$ cat config.mk
export PLATFORM = sky130hd
export DESIGN_NAME = wsce_mul
export DESIGN_NICKNAME = d
export VERILOG_FILES = /design/src/wsce_pkg.sv /design/src/wsce_mul.sv
export SDC_FILE = /design/constraint.sdc
export NUM_CORES = 2
export LEC_CHECK = 0
export BUFFER_PORTS_ARGS = -buffer_cell sky130_fd_sc_hd__buf_2
export CAP_MARGIN = 20
export CORE_UTILIZATION = 40
export DETAILED_ROUTE_END_ITERATION = 6
export MAX_ROUTING_LAYER = met4
export PLACE_DENSITY = 0.7
export SYNTH_ARGS = -nofsm -noshare
export SYNTH_HDL_FRONTEND = slang
export SYNTH_SLANG_ARGS = --single-unit
$ cat constraint.sdc
create_clock -name i_clk -period 6.4 [get_ports i_clk]
set_input_delay 0 -clock i_clk [delete_from_list [all_inputs] [get_ports i_clk]]
set_output_delay 0 -clock i_clk [all_outputs]
set_load 0.05 [all_outputs]
$ cat src/wsce_pkg.sv
// Shared types and constants for the weighted soft cross-entropy loss block.
package wsce_pkg;

    localparam logic [63:0] LN2_Q32 = 64'd2977044472;
    localparam logic [63:0] ONE_Q32 = 64'h1_0000_0000;
    localparam logic [47:0] SUM_MAX = 48'hFFFF_FFFF_FFFF;

    localparam logic [15:0] SCALE_RST = 16'd256;
    localparam logic [14:0] EPS_RST   = 15'd66;

    localparam logic [1:0] CFG_SCALE = 2'd0;
    localparam logic [1:0] CFG_EPS   = 2'd1;
    localparam logic [1:0] CFG_MODE  = 2'd2;

    typedef struct packed {
        logic        go;
        logic [31:0] a;
        logic [31:0] b;
    } t_mul_req;

    typedef struct packed {
        logic        done;
        logic [63:0] p;
    } t_mul_rsp;

    typedef struct packed {
        logic        go;
        logic [63:0] a;
        logic [63:0] b;
    } t_div_req;

    typedef struct packed {
        logic        done;
        logic [63:0] q;
        logic [63:0] r;
    } t_div_rsp;

endpackage

$ cat src/wsce_mul.sv
// Registered 32x32 unsigned multiplier with a one-cycle done pulse.
module wsce_mul (
    input  logic              i_clk,
    input  logic              i_rst_n,
    input  wsce_pkg::t_mul_req i_req,
    output wsce_pkg::t_mul_rsp o_rsp
);

    logic        r_done;
    logic [63:0] r_p;

    always_ff @(posedge i_clk) begin
        if (!i_rst_n) begin
            r_done <= 1'b0;
        end else begin
            r_done <= i_req.go;
        end
        if (i_req.go) begin
            r_p <= 64'(i_req.a) * 64'(i_req.b);
        end
    end

    assign o_rsp.done = r_done;
    assign o_rsp.p    = r_p;

endmodule

== Word level (Yosys, flattened, before mapping) ==
Cells that the tools add are included.

* Flip-flop bits (word level): 65
* Input port bits: 67
* Word-level logic and storage cells: 3

* Multipliers: 1

{| class="wikitable"
|+ Operator list
! cell !! count
|-
| 32-bit by 32-bit multiplier with 64-bit output || 1
|}

== Logic depth before layout (Yosys ltp) ==
* Depth in word-level cells: 1
* Mapped depth: 29

== Least setup slack after synthesis ==
OpenSTA, ideal clock, no wires.

* Path type: input to register
* Start: input i_req[57] (netlist name)
* End: register r_p[62] (data pin)
* Library setup time: 0.262 ns
* Arrival time: 6.617 ns
* Required time: 6.138 ns
* Setup slack: -0.479 ns
* Stages on the path: 25
* Buffers on the path: 2
* Cell sequence: clkbuf_1 nand2_1 fa_1 inv_1 fa_1 inv_1 fa_1 inv_1 fa_1 fa_1 fa_1 fa_1 inv_1 fa_1 inv_1 ha_1 buf_2 nand4_1 or4_1 or3_1 a31oi_1 a31o_2 a211oi_1 o21ai_1 xor2_1

* Longest elaborated chain between the ends: 1

{| class="wikitable"
|+ Ends and longest elaborated chain
! what !! line !! text
|-
| start: declaration || wsce_mul.sv:5 || <nowiki>input wsce_pkg::t_mul_req i_req,</nowiki>
|-
| 32-bit by 32-bit multiplier with 64-bit output || wsce_mul.sv:19 || <nowiki>r_p <= 64'(i_req.a) * 64'(i_req.b);</nowiki>
|-
| end signal: assignment || wsce_mul.sv:19 ||
|-
| end: declaration || wsce_mul.sv:10 || <nowiki>logic [63:0] r_p;</nowiki>
|}

Every way passes these cells.
A chain may end at the register's enable or synchronous reset.

== Worst setup path in the final report ==
* Start: input i_req[42] (netlist name)
* End: register r_p[62] (data pin)

The elaborated chain is that of the path after synthesis.

==> flow_summary.json <==
{
  "setup_violations": 23,
  "status": "finished with violations",
  "remaining_drc_errors": 0,
  "cts.sinks": 65,
  "fin_area_um2": 42400,
  "synth_top_area_share_pct": 50.7,
  "io_buffers": 131,
  "ys_seq_elements": 65,
  "die_w_um": 299,
  "initial_utilization_pct": 40.6,
  "cts_tree": "yes",
  "period_share_pct": 106,
  "grt_pass1_vias": 29200,
  "violations": "negative setup slack",
  "synth_top_area_cell": "fa_1",
  "end_kind": "register",
  "crit_type": "primary input to register",
  "rsz0062_at_grt": "true",
  "nFillCells": 7931,
  "seq_area_frac_synth_pct": 5.49,
  "first_iter_violations": 1699,
  "gp_congestion": 0.907,
  "placed_area_um2": 39800,
  "die_y_um": 299,
  "clock_path_buffers": 2,
  "avgViaCountPerCell": 5.05,
  "whs_ns": 0.380,
  "synth.avg_cell_area_um2": 9.42,
  "fmax_mhz": 148,
  "grt_pass1_wl_um": 158000,
  "yosysUniqueCellTypes": 59,
  "worstHoldStart": "i_rst_n",
  "startpoint_type": "primary input",
  "maxCapViolations": 0,
  "worst_slew_pin_slew_ns": 0.973,
  "rows": 108,
  "vias": 26700,
  "io_pins": 132,
  "htreeDepth": 3,
  "syn-cell-area_um2": 35400,
  "worstPathMaxFanout": 13,
  "drt_wl_total_um": 99900,
  "setup_ws_ns": -0.362,
  "dp_hpwl_um": 83800,
  "finalCriticalPeriod_ns": 6.76,
  "synth_edf_count": 64,
  "drive_above_1_share_pct": 20.2,
  "synth_nets": 4977,
  "clkTransAtPathRegs_ns": 0.06,
  "antenna_left": 0,
  "critPathRequiredTime_ns": 6.51,
  "first_pass_iters": 6,
  "worstHoldEndpoint": "r_done",
  "core_area_um2": 87200,
  "report.final.slew_viol_count": 0,
  "yosysWarnings": 0,
  "arrival_ns": 6.87,
  "grt_max_degree": 66,
  "synth-async-reset-ratio_pct": 0,
  "syn_inst": 3751,
  "die_area_um2": 89600,
  "hold_viol_final": 0,
  "grt_overflow": 0,
  "antenna_found_initial": 6,
  "post_drt_wl_per_cell_um": 18.9,
  "fin_tns_setup_ns": -4.18,
  "grt_use_total_pct": 23.3,
  "syn2layout_area_growth_pct": 20.0,
  "root_buffer": "clkbuf_16",
  "ys_top_cells_by_area": "fa_1, and2_1, ha_1",
  "cts-buffers-inserted": 9,
  "slew_headroom_pct": 35.1,
  "fin_nets": 5339,
  "hold_path.class": "primary input to register",
  "synth_top_flop_cell": "edfxtp_1",
  "min_path_cells": 3
}
## registers in the layout (all words and copies together), names as in the netlist
| register | count |
|---|---|
| r_p | 64 |
| r_done | 1 |
## area by class of cell
cell class,instances,area (µm²),share of cell area [%]
Tap cell,1155,1450,3.41
Multi-Input combinational cell,2600,30500,71.9
Antenna cell,6,15.0,0.0354
Clock buffer,9,225,0.531
Clock inverter,7,46.3,0.109
Sequential cell,65,1940,4.58
Inverter,865,3250,7.65
Timing Repair Buffer,572,5020,11.8
## synthesized netlist by cell type, drive strengths merged, types with 3 or more instances
library cell,number
nor3,7
and2,603
o221ai,3
a221o,4
nand4,23
a21boi,3
or3,3
or2,3
nor2,20
or4,3
clkbuf,213
and3,14
a21o,40
a221oi,4
edfxtp,64
xnor2,35
o21ai,26
a211oi,3
and4,3
o21bai,11
a21oi,66
o31ai,5
nand3,10
ha,263
nand2,480
xor2,25
fa,896
o21a,9
inv,865
a31oi,12
buf,8
## metal layers
layer / part of all wire [%] / vias to the layer above / track usage [%] / wire length (µm)
met4: 4.0 / 0 / 8.66 / 4000
met2: 53 / 855 / 40.0 / 52400
met3: 5.3 / 199 / 2.80 / 5240
met5: 0 / - / - / 0
met1: 38 / 14000 / 28.1 / 38200
li1: - / 11600 / - / -
## cell usage in the layout, fill, tap and decap left out, types with 19 or more instances in the layout
cell type and n:
fa_2 44, a21oi_2 22, a21oi_1 39, nand4_1 23
fa_1 852, buf_6 82, buf_12 22, ha_4 29
ha_1 234, inv_1 846, xor2_1 23, and2_4 47
nand2_1 465, buf_4 359, edfxtp_1 64, buf_2 79
inv_2 19, and2_1 556, xnor2_1 27, a21o_1 39
## cell families (layout without fill, tap and decap cells)
group                      Yosys count  after routing  synth area share, %
buffers and inverters             1086           1453                 11.6
muxes                                1              1               0.0283
DFF                                 65             65                 5.49
adders and majority gates         1159           1159                 60.1
and+or+nand+nor                   1178           1178                 17.3
other                                0              6                    0
xor gates and xnor gates            60             60                 1.49
AOI/OAI and AO/OA                  202            202                 4.07
## stage by stage
step,util (%),std cells,worst slack (ns)
floorplan,-,3751,-0.255
global route,48.7,5279,-0.489
CTS,47.4,5252,-0.336
finish,48.7,5279,-0.362
detailed placement,45.6,5208,-0.986
global placement,45.6,5208,-0.888
## worst max-delay path by stage
stage	from	end	slack, ns
floorplan	i_req[58]	r_p[62]	-0.25
global placement	i_req[44]	r_p[62]	-0.89
detailed placement	i_req[42]	r_p[62]	-0.99
CTS	i_req[38]	r_p[62]	-0.34
global route	i_req[42]	r_p[62]	-0.49
finish	i_req[42]	r_p[62]	-0.36
## worst max-delay path, stage by stage
cell,delay [ns]
buf_12,0.13
and2_4,0.17
fa_1,0.53
inv_2,0.05
fa_1,0.56
inv_2,0.05
fa_1,0.54
inv_2,0.06
fa_2,0.56
inv_2,0.04
fa_2,0.54
fa_1,0.43
fa_1,0.54
fa_1,0.49
ha_4,0.31
nand4_1,0.12
or4_4,0.56
or3_4,0.37
a31oi_4,0.20
buf_6,0.14
a31o_4,0.20
a211oi_4,0.08
o21ai_2,0.13
xor2_1,0.07
## timing repair
action | 4_1_cts | 5_1_grt
setup buffers | 25 | 23
hold buffers | 1 | 0
hold endpoints to repair | 1 | 0
cloned | 2 | 4
resized for setup | 257 | 204
pin swaps | 101 | 155
endpoints found under the setup margin | 30 | 36
Power is left out: the tool's default activity adds up to more than one toggle a clock period on the data nets, which glitch-free logic cannot reach.
