### src/wsce_pkg.sv
// Shared types and constants for the weighted soft cross-entropy loss block.
package wsce_pkg;

    localparam logic [63:0] LN2_Q32 = 64'd2977044472;
    localparam logic [63:0] ONE_Q32 = 64'h1_0000_0000;
    localparam logic [47:0] SUM_MAX = 48'hFFFF_FFFF_FFFF;

    localparam logic [15:0] SCALE_RST = 16'd256;
    localparam logic [14:0] EPS_RST   = 15'd66;

    localparam logic [1:0] CFG_SCALE = 2'd0;
    localparam logic [1:0] CFG_EPS   = 2'd1;
    localparam logic [1:0] CFG_MODE  = 2'd2;

    typedef struct packed {
        logic        go;
        logic [31:0] a;
        logic [31:0] b;
    } t_mul_req;

    typedef struct packed {
        logic        done;
        logic [63:0] p;
    } t_mul_rsp;

    typedef struct packed {
        logic        go;
        logic [63:0] a;
        logic [63:0] b;
    } t_div_req;

    typedef struct packed {
        logic        done;
        logic [63:0] q;
        logic [63:0] r;
    } t_div_rsp;

endpackage

### src/wsce_div.sv
// Restoring 64/64 unsigned divider, one quotient bit per cycle.
module wsce_div (
    input  logic              i_clk,
    input  logic              i_rst_n,
    input  wsce_pkg::t_div_req i_req,
    output wsce_pkg::t_div_rsp o_rsp
);

    logic        r_busy;
    logic        r_done;
    logic [5:0]  r_cnt;
    logic [63:0] r_a;
    logic [63:0] r_b;
    logic [64:0] r_rem;
    logic [63:0] r_q;

    logic [64:0] rem_sh;
    logic        fits;

    assign rem_sh = {r_rem[63:0], r_a[63]};
    assign fits   = (rem_sh >= {1'b0, r_b});

    always_ff @(posedge i_clk) begin
        if (!i_rst_n) begin
            r_busy <= 1'b0;
            r_done <= 1'b0;
        end else begin
            r_done <= 1'b0;
            if (i_req.go) begin
                if (i_req.b == 64'd0) begin
                    // zero divisor reads as a zero quotient
                    r_q    <= 64'd0;
                    r_rem  <= 65'd0;
                    r_done <= 1'b1;
                end else begin
                    r_a    <= i_req.a;
                    r_b    <= i_req.b;
                    r_rem  <= 65'd0;
                    r_q    <= 64'd0;
                    r_cnt  <= 6'd63;
                    r_busy <= 1'b1;
                end
            end else if (r_busy) begin
                r_rem <= fits ? (rem_sh - {1'b0, r_b}) : rem_sh;
                r_q   <= {r_q[62:0], fits};
                r_a   <= {r_a[62:0], 1'b0};
                r_cnt <= r_cnt - 6'd1;
                if (r_cnt == 6'd0) begin
                    r_busy <= 1'b0;
                    r_done <= 1'b1;
                end
            end
        end
    end

    assign o_rsp.done = r_done;
    assign o_rsp.q    = r_q;
    assign o_rsp.r    = r_rem[63:0];

endmodule

### config.mk
export PLATFORM = sky130hd
export DESIGN_NAME = wsce_div
export DESIGN_NICKNAME = d
export VERILOG_FILES = /design/src/wsce_pkg.sv /design/src/wsce_div.sv
export SDC_FILE = /design/constraint.sdc
export NUM_CORES = 1
export LEC_CHECK = 0
export BUFFER_PORTS_ARGS = -buffer_cell sky130_fd_sc_hd__buf_2
export CAP_MARGIN = 10
export CORE_UTILIZATION = 57
export CTS_CLUSTER_DIAMETER = 50
export DETAILED_ROUTE_END_ITERATION = 8
export PLACE_DENSITY = 0.86
export SYNTH_ARGS = -nofsm -noshare
export SYNTH_HDL_FRONTEND = slang
export SYNTH_SLANG_ARGS = --single-unit
### constraint.sdc
create_clock -name i_clk -period 9.3 [get_ports i_clk]
set_input_delay 1.86 -clock i_clk [delete_from_list [all_inputs] [get_ports i_clk]]
set_output_delay 1.86 -clock i_clk [all_outputs]
set_load 0.01 [all_outputs]
# Word level (Yosys, flattened, before mapping)
# Cells that the tools add are included.
dict set report op_classes {
  eq_ne 1
  n_lt_le_gt_ge 1
  n_mux 17
  n_bitwise 1
  add_sub_neg 2
  reduce_logical 6
}
# op n
set ops {}
lappend ops {{$mux 64} 6}
lappend ops {{$ge 65x64->1} 1}
lappend ops {{$logic_not 64->1} 1}
lappend ops {{$sub 64x64->64} 1}
lappend ops {{$mux 6} 3}
lappend ops {{$mux 1} 8}
lappend ops {{$logic_not 6->1} 1}
lappend ops {{$reduce_and 3->1} 2}
lappend ops {{$sub 6x1->6 const B} 1}
lappend ops {{$ne 2x2->1 const B} 1}
lappend ops {{$reduce_and 2->1} 1}
lappend ops {{$reduce_bool 2->1} 1}
lappend ops {{$not 1->1} 1}
dict set report totals {
  ff_bits 264
  output_inout_bits 129
  inputBits 131
  wordCells 35
}

# Depth between registers and ports, before layout
# Gate-level depths: netlist of the first run.
dict set report logic_depth {
  word_depth 4
  depth_mapped 14
  ltp_nobuf 12
}

# Worst setup path before layout of the first run
# No wires, ideal clock.
dict set report synth_path {
  path_kind {input -> register}
  startpoint {input port i_req[128] (netlist name)}
  endpoint {register r_a[0] (enable)}
  n_path_buf 2
  slack_ns 1.713
  setup_time_ns 0.436
  arrival_time_ns 7.152
  path_stages 4
  path_cell_list {buf_6 > clkbuf_1 > o21a_1 > and2_1}
}
dict set report synth_between {
  elab_chain_cells 2
  elab_cells_between_ends 3
  cone_classes {1 x eq/ne; 2 x reduce/logical}
}
# element line
set synth_lines {}
lappend synth_lines {{start: declaration} wsce_div.sv:5} ;# input wsce_pkg::t_div_req i_req,
lappend synth_lines {{$ne 2x2->1 (no line) / $reduce_bool 2->1 (equally long branches)} --}
lappend synth_lines {{$reduce_and 3->1 (no line) *} --}
lappend synth_lines {{end signal: assignment} wsce_div.sv:36} ;# r_a <= i_req.a;
lappend synth_lines {{end signal: assignment} wsce_div.sv:46} ;# r_a <= {r_a[62:0], 1'b0};
lappend synth_lines {{end: declaration} wsce_div.sv:12} ;# logic [63:0] r_a;
# Every way passes the cells marked *; elsewhere a longest branch is shown, timed or not.
# A chain may end at the register's enable or synchronous reset.

# Final worst setup path of the first run
dict set report layout_path {
  startpoint {register r_rem[17]}
  endpoint {register r_rem[36] (data pin)}
}
dict set report layout_between {
  elab_chain_cells 3
  elab_cells_between_ends 4
  cone_classes {1 x add/sub; 1 x order compare; 2 x mux}
}
# element line
set layout_lines {}
lappend layout_lines {{start: declaration} wsce_div.sv:14} ;# logic [64:0] r_rem;
lappend layout_lines {{start signal: assignment} wsce_div.sv:44} ;# r_rem <= fits ? (rem_sh - {1'b0, r_b}) : rem_sh;
lappend layout_lines {{$sub 64x64->64 / $ge 65x64->1 (equally long branches)} {wsce_div.sv:44, wsce_div.sv:21}}
lappend layout_lines {{$mux 64 *} wsce_div.sv:44}
lappend layout_lines {{$mux 64 *} wsce_div.sv:43} ;# end else if (r_busy) begin
# Every way passes the cells marked *; elsewhere a longest branch is shown, timed or not. The select of a mux whose other input is x is not followed.

==> results.env, run 1 <==
GP_CONGESTION=0.933
SYNTH.DISTINCT_CELLS=85
POST_DRT_WL_PER_CELL_UM=19.4
POST_DRT_VIA_CELL_RATIO=5.88
CTS_POST_SETUP_BUFFERS_INSERTED=0
DETAILEDROUTE.FIRSTPASSITERATIONCOUNT=5
NUMPORTBUFFERS=259
EDFF_COUNT_SYNTH=262
FLOORPLAN.CORE_AREA_MM2=0.0253
PATH_CELLS='ha_1 -> a211oi_2 -> nor2_1 -> or3b_1 -> a21oi_2 -> nand4_2 -> o2111ai_2 -> nand3_2 -> buf_4 -> nor2_4 -> a22o_1'
WORSTHOLDPATHTYPE='reg -> reg'
STARTING_UTILIZATION_OF_THE_CORE_AREA_PCT=58.2
MAX_CAP_VIOL_COUNT=0
CRITPATHMAXFANOUT=31
LAYOUT_COMMONEST_CELL='sky130_fd_sc_hd__edfxtp_1'
YOSYSTOPAREACELL='sky130_fd_sc_hd__edfxtp_1'
CTS.REPAIR.RESIZED=0
SLEW_VIOLATIONS=0
WORST_PATH_MAX_DELAY_CELL='sky130_fd_sc_hd__nand3_2'
OUTCOME='finished clean'
POST_SYNTH_INST_COUNT=1299
DRIVE_GT1_SHARE_PCT=26.9
CTS-ROOT-TO-SINK-BUFFERS=3
WORST_IR_DROP_VDD_uV=192
GRT_ANTENNA_BEFORE_REPAIR=11
TIMING.SLEW.HEADROOM_PCT=29.5
FP-ROW-COUNT=58
DIEHEIGHT_UM=163
CLK_LATENCY_NS=0.51
ROUTED_WIRELENGTH_UM=37000
FINALCRITPERIODSHARE_PCT=44.6
SETUP_VIOLATIONS=0
VIAS=11200
SYNTH_TOP_FLOP_CELL='sky130_fd_sc_hd__edfxtp_1'
H-TREE-DEPTH=2
HOLD_BUFFERS=0
SYN2LAYOUT_AREA_GROWTH_PCT=17.4
DR.FIRST_ITER.DRC_COUNT=869
FIN_TNS_SETUP_NS=0
POST-ROUTE-WORST-SETUP-SLACK_NS=5.15
POSTSYNTHREGISTERBITS=264
FINAL_CELL_MIX='sky130_fd_sc_hd__edfxtp_1 (262), sky130_fd_sc_hd__buf_2 (258), sky130_fd_sc_hd__nand2_1 (129)'
ROOT_DRIVER='sky130_fd_sc_hd__clkbuf_16'
YS_WARN_COUNT=0
FINAL-HOLD-VIOLATION-COUNT=0
SYNTH.AREA.TOP_CELLS='sky130_fd_sc_hd__edfxtp_1 (53%), sky130_fd_sc_hd__ha_1 (5.6%), sky130_fd_sc_hd__mux2_2 (4.8%)'
TRACK_USAGE_PCT=28.1
TRITONCTS='done'
CRITPATHMAXSTAGEDELAY_NS=0.55
FINALCLOCKSKEW_NS=0.0221
CTS_MADE_BUFFERS=35
GRT-OVFL-TOTAL=0
SYNTH.AVG_CELL_AREA_UM2=11.3
TIMING.FMAX_MHz=241
POSTSYNTH.ASYNCRESETSHARE_PCT=0
GRT_MAX_DEGREE=97
CATEGORY_OF_THE_MOST_CRITICAL_SETUP_PATH='reg -> reg'
WORST_PATH_ARRIVAL_TIME_NS=4.52
PLACE_HPWL_UM=27000
CP_DATA_REQUIRED_TIME_NS=9.67
FP.DIEAREA_MM2=0.0265
REMAINING_DRC_ERRORS=0
CLK_TRANSITION_REPORTED_PATHS_NS=0.06
NUMBER_OF_GLOBAL_ROUTE_VIAS_BEFORE_REPAIR=10700
CTS_NUM_SINKS=264
NETLIST.AREA_LEADER.SHARE_PCT=53.5
WORST-SLEW-PIN-TRANSITION_NS=1.06
P_LEAK_nW=6.96
IOS=260
DP_WORST_SETUP_SLACK_NS=4.70
CRIT_PATH_START_KIND='flip-flop'
ANT_NETS=0
POWER-PER-CELL-AREA_mW_PER_MM2=205
SYNTH_AREA_MM2=0.0147
NETS=1738
FINAL_PERIOD_MINUS_WORST_SETUP_SLACK_NS=4.15
SYNTH_FP_NETS=1497
YOSYSSEQAREASHARE_PCT=53.8
GRT_PASS1_WL_UM=57200
CRIT_PATH_END_KIND='flip-flop'
GRT_SETUP_UNREPAIRED='no'
FLOORPLAN.DIE.WIDTH_UM=163
## layer usage
layer	vias up	track usage, %	wire, um
met2	510	44.8	17000
met4	8	11.1	1310
met3	93	7.92	3500
met1	5277	36.4	15100
li1	5307	-	-
met5	-	0	49
## critical path, delay by kind of cell, from the launching register on
family	cells	cell delay [ns]
simple gates	5	1.62
compound gates	4	0.99
buf+inv	1	0.49
fa+ha+maj	1	0.44
flops	1	0.42
## area by class of cell
| cell class | count | area, um2 |
|---|---|---|
| fill | 1865 | 7990 |
| sequential | 264 | 7910 |
| multi-input combinational | 888 | 6150 |
| timing repair buffer | 264 | 1340 |
| clock buffer | 40 | 916 |
| tap | 330 | 413 |
| inverter | 87 | 327 |
| clock inverter | 24 | 196 |
| antenna | 8 | 20.0 |
## power breakdown
| part | total [mW] | switching [mW] | internal, mW |
|---|---|---|---|
| Sequential | 1.48 | 0.0519 | 1.43 |
| Clock | 1.28 | 0.528 | 0.752 |
| Combinational | 0.786 | 0.473 | 0.313 |
| Total | 3.55 | 1.05 | 2.49 |
## Yosys cell counts (all sizes together) (3+ instances only)
| library cell | n |
|---|---|
| nor4 | 22 |
| a221oi | 3 |
| clkbuf | 28 |
| edfxtp | 262 |
| or2 | 3 |
| a21boi | 4 |
| o21ba | 3 |
| xor2 | 22 |
| buf | 32 |
| o221ai | 3 |
| or3 | 10 |
| xnor2 | 28 |
| o21ai | 55 |
| nand4 | 28 |
| o211ai | 9 |
| o21a | 20 |
| o21bai | 10 |
| a211oi | 17 |
| nand2b | 16 |
| mux2 | 63 |
| nor2b | 68 |
| a22o | 10 |
| nand3 | 13 |
| nand2 | 129 |
| a21o | 22 |
| a31oi | 7 |
| o2111ai | 3 |
| and3 | 10 |
| o211a | 3 |
| nor3 | 16 |
| a32o | 5 |
| inv | 87 |
| a2111oi | 4 |
| nor2 | 56 |
| ha | 66 |
| and2 | 6 |
| o31ai | 4 |
| a21oi | 122 |
| a211o | 3 |
| nand3b | 4 |
## worst paths after layout
check	start	end	slack (ns)	cells after the start
hold reg to reg	r_a[39]	r_a[40]	0.54	1
hold / removal	r_a[39]	r_a[40]	0.54	1
setup / recovery	r_rem[17]	r_rem[36]	5.15	11
setup reg to reg	r_rem[17]	r_rem[36]	5.15	11
## flip-flops by register name (all words and copies together), names as in the netlist
| register | flops |
|---|---|
| r_q | 64 |
| r_b | 64 |
| r_a | 64 |
| r_rem | 64 |
| r_cnt | 6 |
| r_busy | 1 |
| r_done | 1 |
## kinds of logic after synthesis
logic type      Yosys count  synth area share [%]
mux                      64                  4.89
simple gates            388                  13.5
xor+xnor                 50                  2.98
flops                   264                  53.8
buf+inv                 147                  4.52
compound gates          319                  14.6
fa+ha+maj                67                  5.75
## through the flow
step | instance area [um2] | power [mW] | hold WS, ns | util (%) | std cells
after detailed placement | 16100 | 2.28 | 0.533 | 63.9 | 1833
after global routing | 17300 | 3.69 | 0.556 | 68.3 | 1901
after CTS | 17200 | 3.56 | 0.543 | 68.3 | 1897
after floorplan | 14700 | 2.07 | 0.494 | - | 1299
final | 17300 | 3.55 | 0.544 | 68.4 | 1905
after global placement | 16100 | 2.26 | 0.524 | 63.9 | 1833
Note: power is estimated with default switching activity, not from simulation.
==> inputs of run 2 (changes only) <==
--- a/config.mk
+++ b/config.mk
@@ -5,12 +5,13 @@
 export SDC_FILE = /design/constraint.sdc
 export NUM_CORES = 1
 export LEC_CHECK = 0
+export ABC_AREA = 1
 export BUFFER_PORTS_ARGS = -buffer_cell sky130_fd_sc_hd__buf_2
 export CAP_MARGIN = 10
-export CORE_UTILIZATION = 57
+export CORE_UTILIZATION = 53
 export CTS_CLUSTER_DIAMETER = 50
 export DETAILED_ROUTE_END_ITERATION = 8
-export PLACE_DENSITY = 0.86
+export PLACE_DENSITY = 0.83
 export SYNTH_ARGS = -nofsm -noshare
 export SYNTH_HDL_FRONTEND = slang
 export SYNTH_SLANG_ARGS = --single-unit
==> constraint.sdc (replaced) <==
create_clock -name i_clk -period 3.8 [get_ports i_clk]
set_input_delay 0.76 -clock i_clk [delete_from_list [all_inputs] [get_ports i_clk]]
set_output_delay 0.76 -clock i_clk [all_outputs]
set_load 0.01 [all_outputs]
==> results.env, run 2 <==
FINAL-HOLD-VIOLATION-COUNT=0
IOS=260
FINALCLOCKSKEW_NS=0.0295
CRIT_TOP_CELL='sky130_fd_sc_hd__nand2_1'
VIAS=16200
TIMING.SLEW.HEADROOM_PCT=43.6
NUMPORTBUFFERS=259
GRT-OVFL-TOTAL=0
OUTCOME='finished clean'
FLOORPLAN.CORE_AREA_MM2=0.0325
POWER-PER-CELL-AREA_mW_PER_MM2=484
ROUTED_WIRELENGTH_UM=55000
POST_SYNTH_INST_COUNT=2435
POST_DRT_WL_PER_CELL_UM=17.4
WORST_IR_DROP_VDD_uV=406
UTILIZATION_PCT=62.5
DP_WORST_SETUP_SLACK_NS=0.414
DR.FIRST_ITER.DRC_COUNT=1322
H-TREE-DEPTH=1
FLOORPLAN.DIE.WIDTH_UM=184
NFILLCELLS=2986
TRACK_USAGE_PCT=33.0
YS_WARN_COUNT=0
NETLIST.AREA_LEADER.SHARE_PCT=44.9
GRT_MAX_DEGREE=129
WORST_PATH_ARRIVAL_TIME_NS=3.56
CLK_TRANSITION_REPORTED_PATHS_NS=0.06
CRIT_PATH_START_KIND='flip-flop'
SYNTH.AVG_CELL_AREA_UM2=7.19
CTS-ROOT-TO-SINK-BUFFERS=3
TRITONCTS='done'
PATH_CELLS='ha_1 -> nand2_1 -> nor2_1 -> nand2_1 -> nor3_1 -> nand3_1 -> nand3_1 -> nand2_1 -> nand2_1 -> nand2_1 -> nand2_1 -> nor2_1'
STARTING_UTILIZATION_OF_THE_CORE_AREA_PCT=53.8
FINAL_PERIOD_MINUS_WORST_SETUP_SLACK_NS=3.24
POST_DRT_VIA_CELL_RATIO=5.12
CRITPATHMAXFANOUT=4
FINALHOLDWORSTSLACK_NS=0.365
EDFF_COUNT_SYNTH=262
SETUP_VIOLATIONS=0
FIN_TNS_SETUP_NS=0
WORST_PATH_BUFS_INVS=0
SLEW_VIOLATIONS=0
DIEHEIGHT_UM=184
SYNTH_TOP_FLOP_CELL='sky130_fd_sc_hd__edfxtp_1'
MAX_CAP_VIOL_COUNT=0
LAYOUT_COMMONEST_CELL='sky130_fd_sc_hd__nand2_1'
WORSTHOLDPATHTYPE='in -> reg'
POSTSYNTH.ASYNCRESETSHARE_PCT=0
CTS_MADE_BUFFERS=31
YOSYSSEQAREASHARE_PCT=45.2
CTS.REPAIR.RESIZED=0
POSTSYNTHREGISTERBITS=264
GRT_SETUP_UNREPAIRED='no'
SYNTH_FP_NETS=2633
CRIT_PATH_END_KIND='flip-flop'
ROOT_DRIVER='sky130_fd_sc_hd__clkbuf_16'
WORST-SLEW-PIN-TRANSITION_NS=0.847
NETLIST_TOP_CELLS_COUNT='sky130_fd_sc_hd__nand2_1 (948), sky130_fd_sc_hd__inv_1 (481), sky130_fd_sc_hd__nor2_1 (287)'
SYNTH.MOST_COMMON_CELL='sky130_fd_sc_hd__nand2_1'
GRT_PASS1_WL_UM=84400
CTS_POST_SETUP_BUFFERS_INSERTED=0
PLACE.DETAILED.INSTANCES=3102
FP.DIEAREA_MM2=0.0338
CATEGORY_OF_THE_MOST_CRITICAL_SETUP_PATH='reg -> reg'
CTS_NUM_SINKS=264
WORST_PATH_MAX_DELAY_CELL='sky130_fd_sc_hd__nor3_1'
FP-ROW-COUNT=66
PLACE_HPWL_UM=43500
CRITPATHMAXSTAGEDELAY_NS=0.65
NETS=2891
GRT_ANTENNA_BEFORE_REPAIR=2
DETAILEDROUTE.FIRSTPASSITERATIONCOUNT=5
GP_CONGESTION=0.986
SYN2LAYOUT_AREA_GROWTH_PCT=16.1
FINAL_CELL_MIX='sky130_fd_sc_hd__nand2_1 (947), sky130_fd_sc_hd__inv_1 (480), sky130_fd_sc_hd__nor2_1 (286)'
DRIVE_GT1_SHARE_PCT=15.2
CLK_LATENCY_NS=0.59
HOLD_BUFFERS=0
ANT_NETS=0
NUMBER_OF_GLOBAL_ROUTE_VIAS_BEFORE_REPAIR=15800
REMAINING_DRC_ERRORS=0
R2R_SETUP_SLACK_NS=0.56
YOSYSTOPAREACELL='sky130_fd_sc_hd__edfxtp_1'
SYNTH_AREA_MM2=0.0175
SYNTH.DISTINCT_CELLS=33
FINALCRITPERIODSHARE_PCT=85.2
P_LEAK_nW=11.0
FINAL_CELLS=3162
TOP_CELL_FAMILY_BY_DELAY_ON_THE_CRITICAL_PATH='simple AND/OR/NAND/NOR gates'
TIMING.FMAX_MHz=309
POST-ROUTE-WORST-SETUP-SLACK_NS=0.562
CP_DATA_REQUIRED_TIME_NS=4.12
SYNTH.AREA.TOP_CELLS='sky130_fd_sc_hd__edfxtp_1 (45%), sky130_fd_sc_hd__nand2_1 (20%), sky130_fd_sc_hd__inv_1 (10%)'
run 2: path summary, 6_finish.rpt:
check / from / to / depth (start not counted)
hold / removal: i_req[30] / r_b[30] / 1
setup reg to reg: r_rem[20] / r_rem[35] / 12
hold reg to reg: r_a[61] / r_a[62] / 2
setup / recovery: r_rem[20] / r_rem[35] / 12
run 2: power breakdown:
part           internal [mW]  switching [mW]  total, mW
clock                   1.74            1.24       2.98
combinational          0.996            2.12       3.12
sequential              3.58           0.168       3.75
run 2: logic make-up (layout without fill, tap and decap cells):
kind of cell,Yosys count,count (layout),synth area share (%)
flip-flops,264,264,45.2
adder cells (fa/ha/maj),67,67,4.83
XOR/XNOR,31,31,1.55
AND/OR/NAND/NOR,1460,1460,34.6
AO/OA/AOI/OAI,55,55,1.59
other,0,2,0
buffers and inverters,558,841,12.3
run 2: routing by layer:
layer / vias to the layer above / share of wire (%) / global-route usage [%]
li1: 7930 / - / -
met1: 7491 / 43 / 43.6
met2: 667 / 46 / 54.9
met3: 96 / 8.5 / 5.80
met4: 4 / 2.8 / 10.4
met5: - / 0.042 / 0
run 2: worst reg2reg max path, stage by stage (launching register included):
cell and delay [ns]:
sky130_fd_sc_hd__edfxtp_1 0.44, sky130_fd_sc_hd__ha_1 0.40, sky130_fd_sc_hd__nand2_1 0.13, sky130_fd_sc_hd__nor2_1 0.30
sky130_fd_sc_hd__nand2_1 0.17, sky130_fd_sc_hd__nor3_1 0.65, sky130_fd_sc_hd__nand3_1 0.35, sky130_fd_sc_hd__nand3_1 0.18
sky130_fd_sc_hd__nand2_1 0.06, sky130_fd_sc_hd__nand2_1 0.10, sky130_fd_sc_hd__nand2_1 0.07, sky130_fd_sc_hd__nand2_1 0.08
sky130_fd_sc_hd__nor2_1 0.04
run 2: final cells by class:
class	count	area [um2]	share of cell area, %
Multi-Input combinational cell	1613	7460	36.7
Clock inverter	16	183	0.899
Inverter	509	1920	9.43
Clock buffer	42	857	4.22
Sequential cell	264	7910	38.9
Timing Repair Buffer	274	1440	7.07
Antenna cell	2	5.00	0.0246
Tap cell	442	553	2.72
run 2: stage by stage:
stage | power [mW] | instance area (um2)
floorplan | 5.83 | 17500
global placement | 6.80 | 19300
detailed placement | 6.85 | 19300
CTS | 9.83 | 20300
global route | 10.3 | 20300
finish | 9.84 | 20300
